### config.mk
export PLATFORM = sky130hd
export DESIGN_NAME = totq_cell
export DESIGN_NICKNAME = d
export VERILOG_FILES = /design/src/rtl/core/totq_pkg.sv /design/src/rtl/core/totq_cell.sv
export SDC_FILE = /design/constraint.sdc
export NUM_CORES = 1
export LEC_CHECK = 0
export BUFFER_PORTS_ARGS = -buffer_cell sky130_fd_sc_hd__buf_4
export CAP_MARGIN = 10
export CORE_ASPECT_RATIO = 0.9
export CORE_MARGIN = 2
export CORE_UTILIZATION = 50
export DETAILED_ROUTE_END_ITERATION = 6
export GPL_ROUTABILITY_DRIVEN = 0
export PLACE_DENSITY = 0.88
export SYNTH_ARGS = -nofsm -noshare
export SYNTH_HDL_FRONTEND = slang
export SYNTH_SLANG_ARGS = --single-unit
export TNS_END_PERCENT = 5
### constraint.sdc
create_clock -name clock -period 8.1 [get_ports clock]
set_input_delay 0.405 -clock clock [delete_from_list [all_inputs] [get_ports clock]]
set_output_delay 0.405 -clock clock [all_outputs]
set_load 0.01 [all_outputs]
### src/rtl/core/totq_pkg.sv
// ----------------------------------------------------------------------------
// totq_pkg
// Shared types and codes for the tick-ordered turn queue: function codes,
// status codes and the command word broadcast to every queue cell.
// ----------------------------------------------------------------------------
package totq_pkg;

   localparam int ID_W     = 8;
   localparam int FUNC_W   = 2;
   localparam int DELTA_W  = 16;
   localparam int STATUS_W = 2;
   localparam int COUNT_W  = 5;
   localparam int FRONT_W  = 32;

   localparam logic [FUNC_W-1:0] FUNC_CLEAR   = 2'd0;
   localparam logic [FUNC_W-1:0] FUNC_ADD     = 2'd1;
   localparam logic [FUNC_W-1:0] FUNC_RESCHED = 2'd2;

   localparam logic [STATUS_W-1:0] STAT_OK      = 2'd0;
   localparam logic [STATUS_W-1:0] STAT_FULL    = 2'd1;
   localparam logic [STATUS_W-1:0] STAT_MISSING = 2'd2;

   typedef enum logic [1:0] {
      OP_HOLD  = 2'd0,
      OP_SHIFT = 2'd1,
      OP_DROP  = 2'd2,
      OP_PLACE = 2'd3
   } cell_op_type;

   typedef struct packed {
      cell_op_type      op;
      logic [ID_W-1:0]  id;
   } cell_cmd_type;

   typedef enum logic [1:0] {
      ST_IDLE  = 2'b01,
      ST_PLACE = 2'b10
   } ctrl_state_type;

endpackage

### src/rtl/core/totq_cell.sv
// ----------------------------------------------------------------------------
// totq_cell
// One slot of the sorted queue: holds an id and a due tick, and on command
// shifts in from its left neighbor, pulls from its right neighbor, or takes
// the entry being placed.
// ----------------------------------------------------------------------------
module totq_cell #(
   parameter int TICK_WIDTH = 32
) (
   input  logic                         clock,
   input  totq_pkg::cell_cmd_type       cmd,
   input  logic [TICK_WIDTH-1:0]        cmd_tick,
   input  logic                         occupied,
   input  logic [totq_pkg::ID_W-1:0]    left_id,
   input  logic [TICK_WIDTH-1:0]        left_tick,
   input  logic [totq_pkg::ID_W-1:0]    right_id,
   input  logic [TICK_WIDTH-1:0]        right_tick,
   input  logic                         hit_in,
   output logic                         hit_out,
   input  logic                         le_in,
   output logic                         le_out,
   output logic [totq_pkg::ID_W-1:0]    id_q,
   output logic [TICK_WIDTH-1:0]        tick_q,
   output logic [totq_pkg::ID_W-1:0]    id_next,
   output logic [TICK_WIDTH-1:0]        tick_next,
   output logic [TICK_WIDTH-1:0]        match_tick
);
   import totq_pkg::*;

   logic [ID_W-1:0]       id_ff, id_in;
   logic [TICK_WIDTH-1:0] tick_ff, tick_in;
   logic                  match;

   always_comb begin
      match      = occupied && (id_ff == cmd.id) && !hit_in;
      hit_out    = hit_in || match;
      le_out     = occupied && (tick_ff <= cmd_tick);
      match_tick = match ? tick_ff : '0;
   end

   always_comb begin
      id_in   = id_ff;
      tick_in = tick_ff;
      case (cmd.op)
         OP_SHIFT: begin
            id_in   = left_id;
            tick_in = left_tick;
         end
         OP_DROP: begin
            // close the gap behind the removed entry
            if (hit_out) begin
               id_in   = right_id;
               tick_in = right_tick;
            end
         end
         OP_PLACE: begin
            if (!le_out) begin
               if (le_in) begin
                  id_in   = cmd.id;
                  tick_in = cmd_tick;
               end else begin
                  id_in   = left_id;
                  tick_in = left_tick;
               end
            end
         end
         default: begin
            id_in   = id_ff;
            tick_in = tick_ff;
         end
      endcase
   end

   always_ff @(posedge clock) begin
      id_ff   <= id_in;
      tick_ff <= tick_in;
   end

   assign id_q      = id_ff;
   assign tick_q    = tick_ff;
   assign id_next   = id_in;
   assign tick_next = tick_in;

endmodule

==> impl_metrics.toml, run 1 <==
[run_status]
status = "completed"

[floorplan]
rows = 32
io_pins = 240
die_y_um = 92.9
core_area_sq_mm = 0.00857
die_x_um = 103
initial_utilization_pct = 51.3
dieArea_sq_mm = 0.00956

[final_layout]
nets = 913
multi_input_area_sq_mm = 0.00326
area.growth.synth_to_final_pct = 43.1
layout-drive-gt1-share_pct = 36.1
fill_cells = 684
register_area_sq_um = 801
insertedDiodeCount = 0

[grt]
grt_pass1_vias = 5069
grt_pass1_wl_um = 24500
antenna_found_initial = 0
grt_max_degree = 63
globalRouteOverflowTotal = 0
track_usage_pct = 32.1

[logic_synthesis]
synth_area_sq_mm = 0.00439
synth-seq-area-share_pct = 18.2
yosysTopAreaCell = "dfxtp_1"
synth_cell_types = 45
synth.net_count = 707
synth_top_flop_cell = "dfxtp_1"
synth_edf_count = 0
netlist_top_cells_area = "dfxtp_1 (18%), mux2i_1 (18%), ha_1 (9.1%)"
syn_area_per_cell_sq_um = 8.00
synth_top_area_share_pct = 18.2
syn_inst = 549
synth_seq_cells = 40
yosys_warnings = 0
synth_async_sr_flop_share_pct = 0

[worst_hold_path]
hp-start = "left_id[7]"
hold_path_class = "input port to flip-flop"
hold_path_end = "id_q[7]"
whs_path_depth = 3

[cts]
hold_buffers = 0
post_cts_resized = 0
clk_pin_slew_ps = 80
clock-root-buffer = "clkbuf_8"
cts_buffer_depth = 2
cts_buffers = 5
h-tree-depth = 2
insertion_delay_ps = 290
cts_tree = "done"
post_cts_buffers = 0
clkSinkCount = 40

[worst_setup_path]
r2r_slack_ps = 4240
crit_type = "flip-flop to primary output"
r2r_end = "tick_q[5]"
cp-end-kind = "primary output"
worstPathRequired_ps = 7700
crit-reg2reg-launch = "tick_q[14]"
start_kind = "flip-flop"
critical_path.cell_chain = "ha_1, nand4_1, nor4_1, nand2_2, a22o_1, a311oi_4, buf_4, nor3_1, a211o_1, buf_4"
ff2ff_path_depth = 9
crit_path_frequent_cell = "buf_4"
slowest_delay_ps = 870
arrival_ps = 4180
cp_slowest_cell = "a311oi_4"
worst-path-max-fanout = 23

[timing]
setup_viol = 0
period_share_pct = 56.7
skew_ps = 7.05
worst_slew_pin_slew_ps = 1220
finalSetupTns_ps = 0
rsz0062_at_grt = "false"
maxSlewViolCount = 0
maxSlewHeadroom_pct = 18.3
final.setup.worst_slack_ps = 3510
max_freq_mhz = 218
fin_crit_ps = 4590
hold_viol_final = 0

[place]
port_buffers = 239
hpwl_um = 11900
dp_slack_ps = 3750

[routing]
initialDrtViolationCount = 278
drt_wl_total_um = 16200
vias = 5280
drc_errors = 0
post_drt_wl_per_cell_um = 18.5
ant_nets = 0
drt-vias-per-instance = 6.03
first_pass_iters = 5

[job]
cap_violations = 0

[power]
vdd_drop_max_mv = 0.0995
p_leak_uw = 0.00323
p_per_area_mw_per_mm2 = 153
## synthesized netlist by cell type, drive strengths merged, types with 2 or more instances
master  instances
o21ai          34
ha             32
nand4          13
mux2i          78
buf             7
and2           31
o21a            3
a21oi          23
o221ai          2
a21o            3
nor3           23
o211ai          7
dfxtp          40
nand3           3
nor2b           7
o22a           14
nor2           23
nand2          14
xor2            8
mux2            3
inv            44
a22oi          35
nor4            3
o21bai          6
clkbuf         37
o22ai          25
a211o          20
## worst max-delay path: cells and delay by family, from the launching register on
kind	cells	cell delay, ps
fa+ha+maj	1	380
simple gates	4	1020
flops	1	380
buf+inv	2	640
compound gates	3	1470
## state kept, by name, indices dropped and copies added (netlist names)
register  count
tick_q       32
id_q          8
## stage by stage
stage / utilization, % / cell area, sq um / hold WS, ps / total power, uW / std cells
3_3_place_gp: 72.3 / 6200 / 581 / 795 / 867
4_1_cts: 73.4 / 6290 / 470 / 959 / 875
6_report: 73.4 / 6290 / 475 / 964 / 875
3_5_place_dp: 72.3 / 6200 / 591 / 814 / 867
5_1_grt: 73.4 / 6290 / 493 / 1020 / 875
2_1_floorplan: - / 4390 / 631 / 575 / 549
## per-layer routing
metal / track usage [%] / up-vias / part of all wire, %
li1: - / 2473 / -
met1: 40.7 / 2481 / 42
met2: 54.8 / 290 / 48
met3: 4.83 / 36 / 8.1
met4: 11.0 / 0 / 2.3
met5: 0 / - / 0
## final cells by class
cell class | count | share of cell area [%]
Clock buffer | 8 | 1.43
Inverter | 44 | 2.63
Multi-Input combinational cell | 421 | 51.8
Sequential cell | 40 | 12.7
Tap cell | 119 | 2.37
Timing Repair Buffer | 243 | 29.0
## where the power goes
group          total (uW)  internal, uW  switching, uW
combinational         517           262            256
clock                 146          69.8           76.4
sequential            300           235           65.3
## cell usage in the layout, fill, tap and decap left out, types with 2 or more instances in the layout
cell / netlist / routed
a211o_1: 20 / 20
a21o_1: 3 / 3
a21oi_1: 23 / 23
a22oi_1: 35 / 35
and2_1: 31 / 31
buf_4: 0 / 243
clkbuf_1: 37 / 2
clkbuf_8: 0 / 6
dfxtp_1: 40 / 40
ha_1: 32 / 32
inv_1: 43 / 43
mux2_2: 3 / 3
mux2i_1: 78 / 78
nand2_1: 13 / 13
nand3_1: 3 / 3
nand4_1: 12 / 12
nor2_1: 23 / 22
nor2b_1: 7 / 6
nor3_1: 23 / 22
nor4_1: 2 / 2
o211ai_1: 7 / 7
o21a_1: 3 / 3
o21ai_0: 20 / 20
o21ai_1: 4 / 4
o21ai_2: 10 / 10
o21bai_1: 6 / 6
o221ai_1: 2 / 2
o22a_1: 14 / 14
o22ai_1: 25 / 25
xor2_1: 8 / 8
## worst max-delay path by stage
stage                       from       endpoint  slack [ps]  cells after the start
floorplan           cmd_tick[30]   tick_next[0]        5040                     10
global placement    cmd_tick[14]  tick_next[30]        3870                     12
detailed placement  cmd_tick[14]   tick_next[5]        3750                     12
CTS                   tick_q[14]   tick_next[5]        3570                     10
global route          tick_q[14]     id_next[2]        3320                     10
finish                tick_q[14]   tick_next[5]        3510                     10
## cells by family (layout without fill, tap and decap cells)
| family | count (synthesis) | after routing | share of synthesized area (%) |
|---|---|---|---|
| buf+inv | 88 | 295 | 8.29 |
| mux | 81 | 81 | 18.5 |
| flops | 40 | 40 | 18.2 |
| fa+ha+maj | 32 | 32 | 9.11 |
| simple gates | 119 | 119 | 14.7 |
| compound gates | 181 | 181 | 29.5 |
| xor+xnor | 8 | 8 | 1.59 |
No activity file was read; power rests on OpenSTA's default activity.
==> run 2, diff against run 1 <==
--- a/config.mk
+++ b/config.mk
@@ -9,10 +9,10 @@
 export CAP_MARGIN = 10
 export CORE_ASPECT_RATIO = 0.9
 export CORE_MARGIN = 2
-export CORE_UTILIZATION = 50
+export CORE_UTILIZATION = 42
 export DETAILED_ROUTE_END_ITERATION = 6
 export GPL_ROUTABILITY_DRIVEN = 0
-export PLACE_DENSITY = 0.88
+export PLACE_DENSITY = 0.79
 export SYNTH_ARGS = -nofsm -noshare
 export SYNTH_HDL_FRONTEND = slang
 export SYNTH_SLANG_ARGS = --single-unit
==> constraint.sdc (replaced) <==
create_clock -name clock -period 4 [get_ports clock]
set_input_delay 0.2 -clock clock [delete_from_list [all_inputs] [get_ports clock]]
set_output_delay 0.2 -clock clock [all_outputs]
set_load 0.01 [all_outputs]
==> impl_metrics.toml, run 2 (synthesis gave the netlist of run 1 again) <==
[run_status]
status = "completed"

[floorplan]
initial_utilization_pct = 43.1
die_x_um = 112
dieArea_sq_mm = 0.0113
rows = 35
io_pins = 240
die_y_um = 101
core_area_sq_mm = 0.0102

[worst_setup_path]
critical-path-top-delay-family = "compound AO/OA/AOI/OAI gates"
cp-end-kind = "primary output"
r2r_slack_ps = 920
crit_type = "flip-flop to primary output"
critical_path.cell_chain = "ha_1, nand4_1, nor4_1, nand2_2, a22o_1, a311oi_4, buf_4, o21bai_1, a22oi_1, buf_4"
crit-reg2reg-launch = "tick_q[9]"
slowest_delay_ps = 530
r2r_end = "tick_q[29]"
start_kind = "flip-flop"
arrival_ps = 3430
cp_slowest_cell = "nor4_1"
ff2ff_path_depth = 9
crit_path_frequent_cell = "buf_4"
worst-path-max-fanout = 22
crit_buf_inv = 2
worstPathRequired_ps = 3800

[timing]
maxSlewViolCount = 0
setup_viol = 0
finalSetupTns_ps = 0
worst_slew_pin_slew_ps = 884
period_share_pct = 90.7
maxSlewHeadroom_pct = 40.9
rsz0062_at_grt = "false"
hold_viol_final = 0
max_freq_mhz = 276
skew_ps = 6.79
fin_crit_ps = 3630

[final_layout]
layout_commonest_cell = "buf_4"
largest_reg_flops = 32
multi_input_area_sq_mm = 0.00326
insertedDiodeCount = 0
nets = 917
register_area_sq_um = 801
fill_cells = 907
final_cell_mix = "buf_4 (247), mux2i_1 (78), inv_1 (43), dfxtp_1 (40), a22oi_1 (35)"
fin_util_pct = 62.7
area.growth.synth_to_final_pct = 45.5
layout-drive-gt1-share_pct = 36.6

[routing]
wl_met2_um = 8000
post_drt_wl_per_cell_um = 18.9
wl_met3_um = 1530
drc_errors = 0
vias = 5214
initialDrtViolationCount = 449
first_pass_iters = 5
drt-met1-wl_um = 6910
drt-vias-per-instance = 5.87
ant_nets = 0
drt_wl_total_um = 16700
top_layer = "met4"

[cts]
post_cts_resized = 0
clkSinkCount = 40
insertion_delay_ps = 290
cts_tree = "done"
clk_pin_slew_ps = 60
h-tree-depth = 2
post_cts_buffers = 0
cts_buffers = 5
hold_buffers = 0
cts_buffer_depth = 2
clock-root-buffer = "clkbuf_16"

[power]
vdd_drop_max_mv = 0.170
p_leak_uw = 0.00328
p_per_area_mw_per_mm2 = 329

[grt]
grt_pass1_vias = 5195
globalRouteOverflowTotal = 0
track_usage_pct = 28.5
antenna_found_initial = 0
grt_max_degree = 73
grt_pass1_wl_um = 26200

[worst_hold_path]
whs_path_depth = 3
hold_path_end = "id_q[0]"
hold_path_class = "input port to flip-flop"
hp-start = "left_id[0]"

[job]
cap_violations = 0

[place]
hpwl_um = 12200
port_buffers = 239
run 2: layout make-up:
type / instances / area share (%)
Multi-Input combinational cell: 421 / 51.0
Timing Repair Buffer: 247 / 29.0
Sequential cell: 40 / 12.5
Inverter: 44 / 2.58
Tap cell: 129 / 2.52
Clock buffer: 7 / 2.39
run 2: power breakdown:
| group | leakage (uW) | internal (uW) | switching, uW |
|---|---|---|---|
| Sequential | 0.000337 | 476 | 130 |
| Clock | 0.0000760 | 263 | 177 |
| Combinational | 0.00287 | 533 | 521 |
| Total | 0.00328 | 1270 | 828 |
run 2: metal layers:
metal	GRT usage, %	vias up
met5	0	-
met4	9.50	0
met3	5.65	32
met2	48.1	273
met1	36.6	2441
li1	-	2468
run 2: how the worst max path moves through the flow:
stage	startpoint	to	slack (ps)	depth (start not counted)
6_report	tick_q[9]	tick_next[0]	370	10
5_1_grt	tick_q[15]	tick_next[0]	230	10
4_1_cts	tick_q[15]	tick_next[29]	460	10
3_5_place_dp	tick_q[15]	id_next[3]	780	10
3_3_place_gp	tick_q[30]	tick_next[0]	850	10
2_1_floorplan	tick_q[30]	tick_next[0]	1200	9
run 2: per-stage QoR:
step | hold WS [ps] | instances | area, sq um | total power, uW | setup slack (ps)
6_report | 285 | 888 | 6390 | 2100 | 372
5_1_grt | 302 | 888 | 6390 | 2220 | 228
4_1_cts | 266 | 888 | 6390 | 2110 | 457
3_5_place_dp | 569 | 881 | 6240 | 1660 | 778
3_3_place_gp | 551 | 881 | 6240 | 1630 | 853
2_1_floorplan | 451 | 549 | 4390 | 1160 | 1200
run 2: worst register-to-register path, stage by stage, from the launching register on:
cell and delay [ps]:
dfxtp_1 360, ha_1 350, nand4_1 190, nor4_1 530, nand2_2 160, a22o_1 300, a311oi_4 290, buf_4 330
nor3_1 110, a211o_1 330
